--- config.mk ---
export PLATFORM = sky130hd
export DESIGN_NAME = uri_percent_unescaper_unit
export DESIGN_NICKNAME = d
export VERILOG_FILES = /design/src/design/upu_pkg.sv /design/src/design/upu_decode.sv /design/src/design/upu_out_buf.sv /design/src/design/uri_percent_unescaper_unit.sv
export SDC_FILE = /design/constraint.sdc
export NUM_CORES = 1
export LEC_CHECK = 0
export ABC_AREA = 1
export BUFFER_PORTS_ARGS = -buffer_cell sky130_fd_sc_hd__buf_2
export CAP_MARGIN = 20
export CORE_AREA = 2 2 85 87
export DETAILED_ROUTE_END_ITERATION = 6
export DIE_AREA = 0 0 87 89
export GPL_TIMING_DRIVEN = 0
export PLACE_DENSITY = 0.84
export SLEW_MARGIN = 20
export SYNTH_ARGS = -nofsm -noshare
export SYNTH_HDL_FRONTEND = slang
export SYNTH_SLANG_ARGS = --single-unit
--- constraint.sdc ---
create_clock -name clk -period 2.11 [get_ports clk]
set_clock_uncertainty 0.2 [all_clocks]
set_input_delay 0 -clock clk [delete_from_list [all_inputs] [get_ports clk]]
set_output_delay 0 -clock clk [all_outputs]
set_load 0.1 [all_outputs]
--- src/design/upu_pkg.sv ---
// Shared types, character constants and phase codes for the URI percent unescaper.
// Used by upu_decode, upu_out_buf and uri_percent_unescaper_unit.
package upu_pkg;

    localparam logic [7:0] CH_QMARK   = 8'h3f;
    localparam logic [7:0] CH_PCT     = 8'h25;
    localparam logic [7:0] CH_DEL     = 8'h7f;
    localparam logic [7:0] CASE_BIT   = 8'h20;
    localparam logic [7:0] CH_ZERO    = 8'h30;
    localparam logic [7:0] CH_NINE    = 8'h39;
    localparam logic [7:0] CH_LOW_A   = 8'h61;
    localparam logic [7:0] CH_LOW_F   = 8'h66;
    localparam logic [4:0] HEX_LETTER = 5'd10;

    localparam logic [1:0] PH_PLAIN  = 2'd0;
    localparam logic [1:0] PH_QUOTED = 2'd1;
    localparam logic [1:0] PH_SECOND = 2'd2;

    localparam int MODE_URI_BIT      = 0;
    localparam int MODE_REDIRECT_BIT = 1;

    localparam logic REG_MODE = 1'b0;

    typedef struct packed {
        logic [1:0] cnt;
        logic [7:0] b0;
        logic [7:0] b1;
        logic [7:0] b2;
        logic       stop;
    } res_t;

endpackage

--- src/design/upu_decode.sv ---
// Per-byte decode step: phase, nibble and halt state plus the result group logic.
// Depends on upu_pkg for constants and the res_t result group.
module upu_decode
    import upu_pkg::*;
(
    input  logic       clk,
    input  logic       rst_n,
    input  logic [1:0] mode,
    input  logic [7:0] ch,
    input  logic       start,
    input  logic       advance,
    output res_t       res
);

    logic [1:0] phase_reg, phase_next;
    logic [3:0] nib_reg, nib_next;
    logic [7:0] first_reg, first_next;
    logic       halted_reg, halted_next;

    logic [1:0] eff_phase;
    logic       eff_halt;
    logic       is_dec;
    logic       is_hex;
    logic [7:0] low_ch;
    logic [3:0] hv;
    logic [7:0] v;
    logic       safe;
    logic       uri_on;
    logic       redir_on;
    logic [7:0] dec_sum;
    logic [7:0] let_sum;

    always_comb
    begin
        uri_on    = mode[MODE_URI_BIT];
        redir_on  = mode[MODE_REDIRECT_BIT];
        eff_phase = start ? PH_PLAIN : phase_reg;
        eff_halt  = start ? 1'b0 : halted_reg;
        low_ch    = ch | CASE_BIT;
        is_dec    = (ch >= CH_ZERO) && (ch <= CH_NINE);
        dec_sum   = ch - CH_ZERO;
        let_sum   = low_ch - CH_LOW_A + {3'd0, HEX_LETTER};
        is_hex    = is_dec || ((low_ch >= CH_LOW_A) && (low_ch <= CH_LOW_F));
        hv        = is_dec ? dec_sum[3:0] : let_sum[3:0];
        v         = {nib_reg, hv};
        safe      = (v > CH_PCT) && (v < CH_DEL);

        phase_next  = eff_phase;
        nib_next    = nib_reg;
        first_next  = first_reg;
        halted_next = eff_halt;
        res.cnt     = 2'd0;
        res.b0      = ch;
        res.b1      = first_reg;
        res.b2      = ch;
        res.stop    = 1'b0;

        if (!eff_halt)
        begin
            unique case (eff_phase)
                PH_QUOTED:
                begin
                    if (is_hex)
                    begin
                        nib_next   = hv;
                        first_next = ch;
                        phase_next = PH_SECOND;
                    end
                    else
                    begin
                        phase_next = PH_PLAIN;
                        res.cnt    = 2'd1;
                    end
                end
                PH_SECOND:
                begin
                    phase_next = PH_PLAIN;
                    res.b0     = v;
                    if (is_hex)
                    begin
                        res.cnt = 2'd1;
                        if (is_dec)
                        begin
                            if (redir_on && !safe)
                            begin
                                res.cnt = 2'd3;
                                res.b0  = CH_PCT;
                            end
                        end
                        else if (uri_on || redir_on)
                        begin
                            if (v == CH_QMARK)
                            begin
                                res.stop    = 1'b1;
                                halted_next = 1'b1;
                            end
                            else if (!uri_on && !safe)
                            begin
                                res.cnt = 2'd3;
                                res.b0  = CH_PCT;
                            end
                        end
                    end
                end
                default:
                begin
                    phase_next = PH_PLAIN;
                    if ((ch == CH_QMARK) && (uri_on || redir_on))
                    begin
                        res.cnt     = 2'd1;
                        res.stop    = 1'b1;
                        halted_next = 1'b1;
                    end
                    else if (ch == CH_PCT)
                    begin
                        phase_next = PH_QUOTED;
                    end
                    else
                    begin
                        res.cnt = 2'd1;
                    end
                end
            endcase
        end
    end

    always_ff @(posedge clk or negedge rst_n)
    begin
        if (!rst_n)
        begin
            phase_reg  <= PH_PLAIN;
            nib_reg    <= 4'd0;
            first_reg  <= 8'd0;
            halted_reg <= 1'b0;
        end
        else if (advance)
        begin
            phase_reg  <= phase_next;
            nib_reg    <= nib_next;
            first_reg  <= first_next;
            halted_reg <= halted_next;
        end
    end

endmodule

--- src/design/upu_out_buf.sv ---
// Result buffer for one group of up to three bytes; sends one per cycle unless stalled.
// Depends on upu_pkg for the res_t result group.
module upu_out_buf
    import upu_pkg::*;
(
    input  logic       clk,
    input  logic       rst_n,
    input  logic       load,
    input  res_t       res,
    output logic       can_load,
    output logic       out_valid,
    input  logic       out_stall,
    output logic [7:0] out_byte,
    output logic       stop_hit,
    output logic       last_of_run
);

    logic [1:0] cnt_reg, cnt_next;
    logic [7:0] b0_reg, b1_reg, b2_reg;
    logic       stop_reg;
    logic       fire;

    always_comb
    begin
        out_valid   = (cnt_reg != 2'd0);
        last_of_run = (cnt_reg == 2'd1);
        fire        = out_valid && !out_stall;
        can_load    = (cnt_reg == 2'd0) || ((cnt_reg == 2'd1) && !out_stall);
        out_byte    = b0_reg;
        stop_hit    = stop_reg;
        if (load)
        begin
            cnt_next = res.cnt;
        end
        else if (fire)
        begin
            cnt_next = cnt_reg - 2'd1;
        end
        else
        begin
            cnt_next = cnt_reg;
        end
    end

    always_ff @(posedge clk or negedge rst_n)
    begin
        if (!rst_n)
        begin
            cnt_reg <= 2'd0;
        end
        else
        begin
            cnt_reg <= cnt_next;
        end
    end

    always_ff @(posedge clk)
    begin
        if (load)
        begin
            b0_reg   <= res.b0;
            b1_reg   <= res.b1;
            b2_reg   <= res.b2;
            stop_reg <= res.stop;
        end
        else if (fire)
        begin
            b0_reg <= b1_reg;
            b1_reg <= b2_reg;
        end
    end

endmodule

--- src/design/uri_percent_unescaper_unit.sv ---
// URI percent unescaper: one escaped byte in per item, zero to three decoded bytes out.
// Uses upu_pkg, upu_decode and upu_out_buf.
//
// Input channel: in_valid, in_stall, in_byte, start_string. An item is taken at a
// clock edge with in_valid high and in_stall low. start_string begins a new string.
// Output channel: out_valid, out_stall, out_byte, stop_hit, last_of_run. Each input
// item yields zero to three result items; last_of_run marks the final one.
// Configuration: APB-style port, register unescape_mode at byte address 0.
// The input item is held in the input register, and its first result item is shown
// once the group that the decode logic forms from it is loaded into the output buffer.
// Throughput is one item per cycle while every item gives at most one result and
// out_stall stays low; an item that is re-emitted as three characters holds the
// output buffer, which sets in_stall until the buffer can take a new group.
// An input register feeds the decode logic, whose group goes into the output
// buffer; the buffer takes a new group while its last byte is being taken.
// Reset clears the phase, halt flag, mode register and all valid flags.
// When out_stall is high the shown result holds, and in_stall rises once the
// input register is full behind it.
module uri_percent_unescaper_unit
    import upu_pkg::*;
(
    input  logic        clk,
    input  logic        rst_n,
    input  logic        in_valid,
    output logic        in_stall,
    input  logic [7:0]  in_byte,
    input  logic        start_string,
    output logic        out_valid,
    input  logic        out_stall,
    output logic [7:0]  out_byte,
    output logic        stop_hit,
    output logic        last_of_run,
    input  logic        psel,
    input  logic        penable,
    input  logic        pwrite,
    input  logic [2:0]  paddr,
    input  logic [31:0] pwdata,
    output logic [31:0] prdata,
    output logic        pready
);

    logic [1:0] mode_reg;
    logic       iv_reg, iv_next;
    logic [7:0] ib_reg;
    logic       is_reg;
    logic       can_load;
    logic       advance;
    logic       accept;
    res_t       res;

    assign pready   = 1'b1;
    assign prdata   = (paddr[2] == REG_MODE) ? {30'd0, mode_reg} : 32'd0;
    assign advance  = iv_reg && can_load;
    assign in_stall = iv_reg && !can_load;
    assign accept   = in_valid && !in_stall;

    always_comb
    begin
        if (accept)
        begin
            iv_next = 1'b1;
        end
        else if (advance)
        begin
            iv_next = 1'b0;
        end
        else
        begin
            iv_next = iv_reg;
        end
    end

    always_ff @(posedge clk or negedge rst_n)
    begin
        if (!rst_n)
        begin
            mode_reg <= 2'd0;
            iv_reg   <= 1'b0;
        end
        else
        begin
            iv_reg <= iv_next;
            if (psel && penable && pwrite && (paddr[2] == REG_MODE))
            begin
                mode_reg <= pwdata[1:0];
            end
        end
    end

    always_ff @(posedge clk)
    begin
        if (accept)
        begin
            ib_reg <= in_byte;
            is_reg <= start_string;
        end
    end

    upu_decode u_decode (
        .clk     (clk),
        .rst_n   (rst_n),
        .mode    (mode_reg),
        .ch      (ib_reg),
        .start   (is_reg),
        .advance (advance),
        .res     (res)
    );

    upu_out_buf u_out_buf (
        .clk         (clk),
        .rst_n       (rst_n),
        .load        (advance),
        .res         (res),
        .can_load    (can_load),
        .out_valid   (out_valid),
        .out_stall   (out_stall),
        .out_byte    (out_byte),
        .stop_hit    (stop_hit),
        .last_of_run (last_of_run)
    );

endmodule

==> results of run 1 <==
## cell type report
class | count | area, µm² | share of cell area
Tap cell | 80 | 100.1 | 0.02370
Clock inverter | 2 | 12.51 | 0.002963
Sequential cell | 54 | 1521 | 0.3603
Clock buffer | 6 | 82.58 | 0.01956
Timing Repair Buffer | 85 | 633.1 | 0.1499
Buffer | 37 | 276.5 | 0.06548
Inverter | 46 | 186.4 | 0.04415
Multi-Input combinational cell | 226 | 1410 | 0.3339
## kinds of logic (layout without fill, tap and decap cells)
kind of cell    after synthesis  count (layout)  share of synthesized area
xor+xnor                      1               1                   0.002887
compound gates               48              48                    0.08660
simple gates                138             138                     0.2260
other cells                   2              31                   0.002475
fa+ha+maj                     8               8                    0.03299
buf+inv                      83             176                     0.1476
flops                        54              54                     0.5014
## worst paths after layout
path | startpoint | end | slack, ns | cells past startpoint
hold reg to reg | u_decode.first_reg[7]$_DFFE_PN0P_ | u_decode.first_reg[7]$_DFFE_PN0P_ | 0.28 | 2
min in group asynchronous | rst_n | u_decode.nib_reg[3]$_DFFE_PN0P_ | 0.41 | 3
setup / recovery | ib_reg[1]$_DFFE_PP_ | u_out_buf.out_byte[0]$_DFFE_PP_ | -0.38 | 15
setup reg to reg | ib_reg[1]$_DFFE_PP_ | u_out_buf.out_byte[0]$_DFFE_PP_ | -0.38 | 15
hold / removal | in_byte[5] | ib_reg[5]$_DFFE_PP_ | 0.19 | 2
max in group asynchronous | rst_n | u_decode.nib_reg[1]$_DFFE_PN0P_ | 0.53 | 3
## critical path, cell delays in order (launching register included)
cell      delay (ns)
edfxtp_1        0.44
inv_2           0.15
ha_4            0.17
nand2_4         0.06
nand3_4         0.12
nand3_1         0.14
nand2_2         0.13
nand2_4         0.08
a21oi_4         0.17
nand2_4         0.09
nand2_4         0.09
nand2_4         0.06
nand2_4         0.08
nand2_4         0.07
nor2_4          0.13
o21ai_2         0.06
## per-layer routing
metal  wire length [µm]  up-vias
met5                  0        -
met4                221        0
met3                450       19
met2               3647      122
met1               3199     1217
li1                   -     1264
## per-stage QoR
| step | setup WS (ns) | cell area [µm²] | power (µW) | utilization | std cells |
|---|---|---|---|---|---|
| 5_1_grt | -0.4993 | 4223 | 6101 | 0.6285 | 536 |
| 3_5_place_dp | -0.4876 | 3493 | 4691 | 0.5199 | 475 |
| 2_1_floorplan | -0.1556 | 3233 | 4231 | - | 363 |
| 4_1_cts | -0.3012 | 4036 | 5562 | 0.6007 | 530 |
| 6_report | -0.3838 | 4223 | 5795 | 0.6285 | 536 |
| 3_3_place_gp | -0.4672 | 3493 | 4619 | 0.5199 | 475 |
## power groups by stage
stage | clock network [µW] | registers [µW] | logic, µW
3_5_place_dp | 0 | 1920 | 2770
2_1_floorplan | 0 | 2490 | 1740
3_3_place_gp | 0 | 1900 | 2720
6_report | 594 | 1890 | 3310
5_1_grt | 648 | 1930 | 3530
4_1_cts | 608 | 1880 | 3080
## repair_timing
action	CTS	global route
pin swaps	11	9
cloned	0	1
hold buffers	20	0
gates resized for setup	10	35
endpoints found under the setup margin	22	36
buffers inserted	27	5
hold endpoints to repair	34	0
## cells in the mapped netlist (all sizes together)
master,instances,area (µm²)
a21oi,18,97.60
a22oi,1,7.510
buf,33,255.2
clkbuf,4,15.01
clkinv,1,3.750
conb,2,7.510
dfrtp,20,500.5
edfxtp,34,1021
ha,8,100.1
inv,45,173.9
nand2,82,381.6
nand3,13,77.58
nand3b,1,7.510
nand4,6,37.54
nor2,32,158.9
nor3,2,10.01
nor4,2,12.51
o21ai,25,125.1
o21bai,2,15.01
o221ai,1,8.760
o41ai,1,8.760
xnor2,1,8.760
==> summary.md, run 1 <==
| Metric | Value |
|---|---|
| Status | `complete, but fails checks` |
| Failing checks | `negative setup slack` |
| Layout area overhead | `39.18%` |
| Min Tclk post-route | `2.494 ns` |
| Worst IR Drop VDD | `0.0005089 V` |
| Core area | `6719 µm²` |
| Die Span Y | `89 µm` |
| TritonCTS clock tree | `done` |
| Combinational Power Share | `0.572` |
| GRT met1 Usage | `0.2507` |
| Layout cells sized above 1 | `0.3882` |
| I/O Buffers | `32` |
| GRT Total Usage | `0.1959` |
| Worst EP arrival | `2.36 ns` |
| Standby leakage power | `0.002029 µW` |
| CTS Sinks | `54` |
| Worst setup SP type | `flop` |
| Worst slew margin | `0.4349` |
| Post-synthesis sequential area ratio | `0.5014` |
| Final setup violation count | `21` |
| Largest net degree at the start of global routing | `19` |
| Placement row count | `30` |
| Crit-path max FO | `5` |
| Synth Cell Area | `3034 µm²` |
| Switching part of the total | `0.5099` |
| RSZ-0062 raised after global routing | `yes` |
| I/O pin cnt | `96` |
| Max Freq | `401.0 MHz` |
| HP Class | `primary input to flop` |
| Data required, critical path | `1.98 ns` |
| Routability cong. | `0.9332` |
| Met2 Usage GRT | `0.3317` |
| Initial Util | `0.4516` |
| Nature of the critical path endpoint | `flop` |
| Worst-path clk slew | `0.09 ns` |
| Sequential Power Share | `0.326` |
| Period Utilization, post-route | `1.182` |
| Drt first pass iters | `5` |
| Most common cell after layout, fill and taps aside | `buf_4` |
| Routed WL | `7519 µm` |
| DP Wirelength | `4500 µm` |
| Via count | `2622` |
| PD cells | `1372 nW/µm²` |
| Post-Syn Instances | `334` |
| Global route hottest layer | `met2` |
| Drt via density | `4.892` |
| CTS buffer count | `5` |
| Sum Neg Setup Slack | `-3.918 ns` |
| Final slew viol count | `0` |
| Flops & latches, synth | `54` |
| Worst Slack Setup Final | `-0.3838 ns` |
| Final net count | `514` |
| Initial DRC Count | `215` |
| Drt wl/cell | `14.03 µm` |
| Sw Pwr | `2955 µW` |
| CTS max path bufs | `2` |
| Internal power | `2840 µW` |
| Worst slew pin tran | `0.8448 ns` |
| Syn_area_per_cell | `9.084 µm²` |
| Clock Power Share | `0.102` |
| Ys Warns | `0` |
| # DRC | `0` |
| Number of nets with antenna violations after routing | `0` |
| Die area | `7743 µm²` |
| CTS H-Tree Depth | `2` |
| First-pass GRT wire length | `11730 µm` |
| Most frequent cells in the layout | `61 x buf_4, 56 x nand2_1, 34 x edfxtp_1` |
| Width of the die | `87 µm` |
| CTS root buf | `clkbuf_8` |
| WHS | `0.1942 ns` |
| Gr ovfl total | `0` |
| Antenna violations before repair | `0` |
| Ant diodes | `0` |
| Fill cells | `522` |
| CP Class | `flop to flop` |
| Synth cell types | `34` |
| Final count of hold timing violations | `0` |
| Vias in the first global route | `2491` |
| Worst skew pair latency | `0.31 ns` |
| GR Util met3 | `0.03416` |
| MaxCap Viol Count | `0` |
No activity file was read; power rests on OpenSTA's default activity.
==> run 2, diff against run 1 <==
==> constraint.sdc (replaced) <==
create_clock -name clk -period 2.11 [get_ports clk]
set_clock_uncertainty 0.2 [all_clocks]
set_input_delay 0.211 -clock clk [delete_from_list [all_inputs] [get_ports clk]]
set_output_delay 0.211 -clock clk [all_outputs]
set_load 0.1 [all_outputs]
==> run 2 against run 1 <==
  * The flow still finishes with violations (negative setup slack)
  * Highest routed layer unchanged
  * Clock-buffer cell count decreased by 1
  * Register-to-register slack hardly changed
  * Critical path depth grew 3
  * Design area is 0.68% higher
  * Critical path type unchanged
  * Largest cell class unchanged
==> summary.md, run 2 (synthesis results as in run 1) <==
| Metric | Value |
|---|---|
| Status | `complete, but fails checks (unchanged)` |
| Failing checks | `negative setup slack (unchanged)` |
| Most frequent cells in the layout | `56 x buf_4, 53 x nand2_1, 34 x edfxtp_1 (was 61 x buf_4, 56 x nand2_1, 34 x edfxtp_1)` |
| RSZ-0062 raised after global routing | `yes (unchanged)` |
| Worst skew pair latency | `0.32 ns (was 0.31 ns)` |
| Die Span Y | `89 µm (unchanged)` |
| Worst setup SP type | `flop (unchanged)` |
| Gr ovfl total | `0 (unchanged)` |
| Most common cell after layout, fill and taps aside | `buf_4 (unchanged)` |
| Number of nets with antenna violations after routing | `0 (unchanged)` |
| CTS buffer count | `5 (unchanged)` |
| Critical path's top delay family | `simple AND/OR/NAND/NOR gates (unchanged)` |
| I/O pin cnt | `96 (unchanged)` |
| WP buf/inv | `1 (unchanged)` |
| Critical R2R Capture | `u_out_buf.out_byte[3]$_DFFE_PP_ (was u_out_buf.out_byte[0]$_DFFE_PP_)` |
| Period Utilization, post-route | `1.187 (was 1.182)` |
| CTS Sinks | `54 (unchanged)` |
| Wl on met1 | `3128 µm (was 3199 µm)` |
| Reg2Reg Depth | `18 (was 15)` |
| Width of the die | `87 µm (unchanged)` |
| Final count of hold timing violations | `0 (unchanged)` |
| Met2 WL | `3553 µm (was 3647 µm)` |
| WHS Endpoint | `mode_reg[1]$_DFFE_PN0P_ (was ib_reg[5]$_DFFE_PP_)` |
| CP Cell Sequence | `buf_6 -> ha_4 -> nand2_4 -> nand3_4 -> nand2_8 -> nand2_2 -> nand2_4 -> nand2_2 -> nor2_4 -> nand2_2 -> nand2_4 -> nand2_1 -> nand3_1 -> nand2_1 -> nand2_1 -> nand2_1 -> nand2_2 -> nand2_1 (was inv_2 -> ha_4 -> nand2_4 -> nand3_4 -> nand3_1 -> nand2_2 -> nand2_4 -> a21oi_4 -> nand2_4 -> nand2_4 -> nand2_4 -> nand2_4 -> nand2_4 -> nor2_4 -> o21ai_2)` |
| Placement row count | `30 (unchanged)` |
| Ant diodes | `0 (unchanged)` |
| Nature of the critical path endpoint | `flop (unchanged)` |
| CP dominant cell by count | `nand2_1 (was nand2_4)` |
| Worst IR Drop VDD | `0.0004987 V (was 0.0005089 V)` |
| HP Class | `primary input to flop (unchanged)` |
| CTS H-Tree Depth | `2 (unchanged)` |
| Initial DRC Count | `207 (was 215)` |
| Final slew viol count | `0 (unchanged)` |
| Drt via density | `4.902 (was 4.892)` |
| Final setup violation count | `25 (was 21)` |
| Largest net degree at the start of global routing | `21 (was 19)` |
| GRT Total Usage | `0.1889 (was 0.1959)` |
| Fill cells | `526 (was 522)` |
| First-pass GRT wire length | `11230 µm (was 11730 µm)` |
| Data required, critical path | `1.99 ns (was 1.98 ns)` |
| Initial Util | `0.4516 (unchanged)` |
| Reg-to-Reg Start | `ib_reg[0]$_DFFE_PP_ (was ib_reg[1]$_DFFE_PP_)` |
| Max Freq | `399.1 MHz (was 401.0 MHz)` |
| Post-Place Worst Slack | `-0.5021 ns (was -0.4876 ns)` |
| Layout cells sized above 1 | `0.4165 (was 0.3882)` |
| Worst-path clk slew | `0.10 ns (was 0.09 ns)` |
| CTS max path bufs | `2 (unchanged)` |
| Die area | `7743 µm² (unchanged)` |
| Worst Slack Setup Final | `-0.3955 ns (was -0.3838 ns)` |
| Core area | `6719 µm² (unchanged)` |
| I/O Buffers | `32 (unchanged)` |
| Routed WL | `7359 µm (was 7519 µm)` |
| Worst hold stages | `3 (was 2)` |
| Final Instance Area | `4252 µm² (was 4223 µm²)` |
| Via count | `2593 (was 2622)` |
| Crit-path max FO | `6 (was 5)` |
| CTS root buf | `clkbuf_8 (unchanged)` |
| DP Wirelength | `4602 µm (was 4500 µm)` |
| CP Class | `flop to flop (unchanged)` |
| PD cells | `1368 nW/µm² (was 1372 nW/µm²)` |
| Total power draw | `5818 µW (was 5795 µW)` |
| Antenna violations before repair | `0 (unchanged)` |
| Layout area overhead | `40.12% (was 39.18%)` |
| Slowest cell on crit path | `edfxtp_1 (unchanged)` |
| Met3 WL | `472 µm (was 450 µm)` |
| Vias in the first global route | `2374 (was 2491)` |
| TritonCTS clock tree | `done (unchanged)` |
| Standby leakage power | `0.002040 µW (was 0.002029 µW)` |
| Drt wl/cell | `13.91 µm (was 14.03 µm)` |
| Highest Signal Layer | `met4 (unchanged)` |
| MaxCap Viol Count | `0 (unchanged)` |
| WHS | `0.03672 ns (was 0.1942 ns)` |
| Drt first pass iters | `4 (was 5)` |
| Worst hold start | `pwrite (was in_byte[5])` |
| Worst EP arrival | `2.39 ns (was 2.36 ns)` |
| Worst reg-to-reg setup slack | `-0.40 ns (was -0.38 ns)` |
| DP Area | `3496 µm² (was 3493 µm²)` |
| Routability cong. | `0.9543 (was 0.9332)` |
| Min Tclk post-route | `2.506 ns (was 2.494 ns)` |
| Worst path max stage delay | `0.48 ns (was 0.44 ns)` |
| # DRC | `0 (unchanged)` |
| Final net count | `508 (was 514)` |
run 2: changes by cell type in the layout (fill, tap and decap cells not counted), sizes merged:
cell / change
buf: +1
clkbuf: -1
dlygate4sd3: -7
run 2: report_power, final:
group          internal, µW  total [µW]  leakage [µW]  switching (µW)
combinational           914        3330       0.00143            2420
clock                   230         580     0.0000444             350
sequential             1670        1910      0.000570             237
total                  2820        5820       0.00204            3000
run 2: worst register-to-register path: cells and delay by family (launching register included):
kind	cells	cell delay, ns
flip-flops	1	0.48
AND/OR/NAND/NOR	16	1.30
adder cells (fa/ha/maj)	1	0.16
buffers and inverters	1	0.17
run 2: area by class of cell:
cell class / count / area (µm²) / area share
Tap cell: 80 / 100.1 / 0.02354
Timing Repair Buffer: 79 / 605.6 / 0.1424
Inverter: 46 / 193.9 / 0.04562
Sequential cell: 54 / 1521 / 0.3579
Clock inverter: 2 / 13.76 / 0.003237
Multi-Input combinational cell: 226 / 1471 / 0.3461
Buffer: 37 / 276.5 / 0.06504
Clock buffer: 5 / 68.82 / 0.01619
run 2: routing by layer:
| metal | vias to the layer above | global-route usage |
|---|---|---|
| met4 | 0 | 0.05682 |
| met1 | 1198 | 0.2503 |
| met5 | - | 0 |
| li1 | 1250 | - |
| met2 | 122 | 0.3206 |
| met3 | 23 | 0.03139 |
run 2: per-stage QoR:
| step | cells | util | setup TNS (ns) |
|---|---|---|---|
| 6_report | 529 | 0.6328 | -6.812 |
| 5_1_grt | 529 | 0.6328 | -9.161 |
| 4_1_cts | 522 | 0.6052 | -6.028 |
| 3_5_place_dp | 475 | 0.5203 | -6.890 |
| 3_3_place_gp | 475 | 0.5203 | -6.271 |
| 2_1_floorplan | 363 | - | -1.718 |
run 2: timing repair:
action,4_1_cts,5_1_grt
resized for setup,36,35
buffers inserted,26,9
setup endpoints to repair,27,35
hold buffers,13,0
gates cloned,1,0
pin swaps,9,14
hold endpoints to repair,32,0
run 2: worst max-delay path by stage:
stage	startpoint	to	slack, ns	depth (start not counted)
after floorplan	ib_reg[0]$_DFFE_PP_	u_out_buf.out_byte[3]$_DFFE_PP_	-0.16	19
after global placement	ib_reg[1]$_DFFE_PP_	u_out_buf.out_byte[3]$_DFFE_PP_	-0.47	18
after detailed placement	ib_reg[0]$_DFFE_PP_	u_out_buf.out_byte[3]$_DFFE_PP_	-0.50	18
after CTS	ib_reg[0]$_DFFE_PP_	u_out_buf.out_byte[5]$_DFFE_PP_	-0.33	17
after global routing	ib_reg[0]$_DFFE_PP_	u_out_buf.out_byte[3]$_DFFE_PP_	-0.52	18
final	ib_reg[0]$_DFFE_PP_	u_out_buf.out_byte[3]$_DFFE_PP_	-0.40	18
==> run 3, diff against run 2 <==
ABC_AREA = default   (was 1)
CORE_AREA = 2 2 84 86   (was 2 2 85 87)
DIE_AREA = 0 0 86 88   (was 0 0 87 89)
==> run 3 against run 2 <==
  * The run ends with design-rule violations, negative setup slack left
  * Fmax shrank 6.6%
  * Via count is 5.5% lower
  * Sequential share of layout area is 0.64 points higher
  * Largest cell class is now multi-input gates
  * Largest power group unchanged
==> summary.md, run 3 <==
| Metric | Value |
|---|---|
| Final setup violation count | `24 (was 25)` |
| I/O pin cnt | `96 (unchanged)` |
| CTS H-Tree Depth | `2 (unchanged)` |
| Layout cells sized above 1 | `0.4326 (was 0.4165)` |
| Sw Pwr | `2628 µW (was 3003 µW)` |
| FFs w/ async S/R, synth | `0.3704 (unchanged)` |
| Combinational Power Share | `0.557 (was 0.572)` |
| Worst EP arrival | `2.56 ns (was 2.39 ns)` |
| Ant diodes | `0 (unchanged)` |
| Nature of the critical path endpoint | `flop (unchanged)` |
| Synth area leader | `edfxtp_1 (unchanged)` |
| Switching part of the total | `0.4953 (was 0.5161)` |
| Final count of hold timing violations | `0 (unchanged)` |
| Most common cell after layout, fill and taps aside | `buf_4 (unchanged)` |
| Ys Warns | `0 (unchanged)` |
| Drt via density | `5.258 (was 4.902)` |
| Synth top cells by count | `49 x nand2_1, 34 x edfxtp_1, 32 x buf_4 (was 62 x nand2_1, 39 x inv_1, 34 x edfxtp_1)` |
| Post-synth EDFFs | `34 (unchanged)` |
| Most numerous cell in the Yosys netlist | `nand2_1 (unchanged)` |
| Final slew viol count | `0 (unchanged)` |
| Internal power | `2679 µW (was 2815 µW)` |
| CTS max path bufs | `2 (unchanged)` |
| Core area | `6644 µm² (was 6719 µm²)` |
| Max Freq | `372.9 MHz (was 399.1 MHz)` |
| PD cells | `1271 nW/µm² (was 1368 nW/µm²)` |
| WHS | `0.1161 ns (was 0.03672 ns)` |
| Post-Place Worst Slack | `-0.8073 ns (was -0.5021 ns)` |
| Die area | `7568 µm² (was 7743 µm²)` |
| Final net count | `444 (was 508)` |
| Total power draw | `5307 µW (was 5818 µW)` |
| Clock Power Share | `0.118 (was 0.100)` |
| Synth Cell Area | `2953 µm² (was 3034 µm²)` |
| Routed WL | `7329 µm (was 7359 µm)` |
| Syn_area_per_cell | `10.62 µm² (was 9.084 µm²)` |
| GRT met1 Usage | `0.2351 (was 0.2503)` |
| Drt first pass iters | `7 (was 4)` |
| Post-synthesis sequential area ratio | `0.5153 (was 0.5014)` |
| Worst IR Drop VDD | `0.0005028 V (was 0.0004987 V)` |
| GR Util met3 | `0.02639 (was 0.03139)` |
| Largest net degree at the start of global routing | `21 (unchanged)` |
| Flops & latches, synth | `54 (unchanged)` |
| Share of the synthesized area in the top cell type | `0.3458 (was 0.3365)` |
| I/O Buffers | `32 (unchanged)` |
| RSZ-0062 raised after global routing | `yes (unchanged)` |
| Number of nets with antenna violations after routing | `0 (unchanged)` |
| Top cells by area, synth | `edfxtp_1 35%, dfrtp_1 17%, buf_4 8.1% (was edfxtp_1 34%, dfrtp_1 16%, buf_4 7.7%)` |
| TritonCTS clock tree | `done (unchanged)` |
| CTS buffer count | `5 (unchanged)` |
| Worst setup SP type | `flop (unchanged)` |
| Drt wl/cell | `15.73 µm (was 13.91 µm)` |
| Met2 Usage GRT | `0.3178 (was 0.3206)` |
| Synth cell types | `51 (was 34)` |
| Worst skew pair latency | `0.32 ns (about the same)` |
| Gr ovfl total | `0 (unchanged)` |
| GRT Total Usage | `0.1841 (was 0.1889)` |
| CTS Sinks | `54 (unchanged)` |
| Routability cong. | `0.9530 (was 0.9543)` |
| CTS root buf | `clkbuf_8 (unchanged)` |
| Min Tclk post-route | `2.682 ns (was 2.506 ns)` |
| Vias in the first global route | `2216 (was 2374)` |
| Initial Util | `0.4444 (was 0.4516)` |
| Via count | `2450 (was 2593)` |
| CP Class | `flop to flop (unchanged)` |
| Layout area overhead | `41.44% (was 40.12%)` |
| Worst-path clk slew | `0.11 ns (was 0.10 ns)` |
| Antenna violations before repair | `0 (unchanged)` |
| Die Span Y | `88 µm (was 89 µm)` |
| Standby leakage power | `0.001842 µW (was 0.002040 µW)` |
| Placement row count | `30 (unchanged)` |
| Width of the die | `86 µm (was 87 µm)` |
| Post-Syn Instances | `278 (was 334)` |
| First-pass GRT wire length | `10740 µm (was 11230 µm)` |
| Worst Slack Setup Final | `-0.5715 ns (was -0.3955 ns)` |
| # DRC | `1 (was 0)` |
| Top_reg_cell synth | `edfxtp_1 (unchanged)` |
| Status | `complete, but fails checks (unchanged)` |
| HP Class | `primary input to flop (unchanged)` |
| Crit-path max FO | `9 (was 6)` |
| MaxCap Viol Count | `0 (unchanged)` |
| Data required, critical path | `1.99 ns (about the same)` |
| Fin util | `0.6286 (was 0.6328)` |
| Most frequent cells in the layout | `52 x buf_4, 48 x nand2_1, 34 x edfxtp_1 (was 56 x buf_4, 53 x nand2_1, 34 x edfxtp_1)` |
| DP Wirelength | `4647 µm (was 4602 µm)` |
| Period Utilization, post-route | `1.271 (was 1.187)` |
| Global route hottest layer | `met2 (unchanged)` |
| Failing checks | `design-rule violations, negative setup slack (was negative setup slack)` |
| Sequential Power Share | `0.325 (was 0.328)` |
| Initial DRC Count | `274 (was 207)` |
run 3: area by class of cell:
class	instances	area, µm²
Buffer	40	336.6
Inverter	12	51.30
Fill cell	488	2467
Sequential cell	54	1521
Multi-Input combinational cell	200	1535
Tap cell	80	100.1
Clock inverter	3	28.78
Clock buffer	5	68.82
Timing Repair Buffer	72	534.3
run 3: kinds of logic (layout without fill, tap and decap cells):
group	after synthesis	after routing	share of synthesized area
multiplexers	13	13	0.04958
other	2	31	0.002543
AO/OA/AOI/OAI	48	48	0.1174
adder cells (fa/ha/maj)	8	8	0.03390
XOR/XNOR	3	3	0.008900
flip-flops	54	54	0.5153
buffers and inverters	53	132	0.1165
AND/OR/NAND/NOR	97	97	0.1559
run 3: path summary, 6_finish.rpt:
| path | start | to | slack (ns) | cells after the start |
|---|---|---|---|---|
| worst max-delay path | ib_reg[7]$_DFFE_PP_ | u_out_buf.out_byte[1]$_DFFE_PP_ | -0.57 | 9 |
| worst min-delay path | penable | mode_reg[0]$_DFFE_PN0P_ | 0.12 | 3 |
| worst max register to register | ib_reg[7]$_DFFE_PP_ | u_out_buf.out_byte[1]$_DFFE_PP_ | -0.57 | 9 |
| worst min register to register | u_decode.phase_reg[0]$_DFFE_PN0P_ | u_decode.phase_reg[0]$_DFFE_PN0P_ | 0.32 | 2 |
| max in group asynchronous | rst_n | u_decode.nib_reg[0]$_DFFE_PN0P_ | 1.19 | 2 |
| min in group asynchronous | rst_n | u_decode.first_reg[7]$_DFFE_PN0P_ | 0.19 | 2 |
run 3: stage by stage:
step           setup TNS (ns)  std cells  instance area [µm²]
5_1_grt                -9.521        466                 4177
6_report               -7.787        466                 4177
2_1_floorplan          -7.710        307                 3184
3_5_place_dp           -16.60        419                 3445
4_1_cts                -7.033        458                 3966
3_3_place_gp           -15.57        419                 3445
run 3: critical path: stages, from the launching register on:
cell	delay [ns]
edfxtp_1	0.47
nand4bb_1	0.23
buf_6	0.18
or2_4	0.29
o21ai_4	0.19
a41oi_4	0.20
buf_4	0.20
nand2_1	0.08
a311oi_1	0.13
a221o_1	0.28
run 3: per-layer routing:
layer / routed length (µm) / share of wire
met5: 0 / 0
met3: 588 / 0.080
met1: 3011 / 0.41
met4: 166 / 0.023
met2: 3562 / 0.49
run 3: power by group through the flow:
stage,Combinational (µW),Sequential [µW],Clock [µW]
finish,2950,1730,626
global route,3100,1760,673
CTS,2720,1720,632
detailed placement,2480,1750,0
global placement,2460,1740,0
floorplan,1480,2350,0
run 3: what timing repair did:
action                     in CTS  in global routing
hold endpoints to repair       32                  0
setup buffers                  19                  8
setup endpoints to repair      43                 42
hold buffers                   13                  0
pin swaps                      20                 15
resized for setup              34                 35
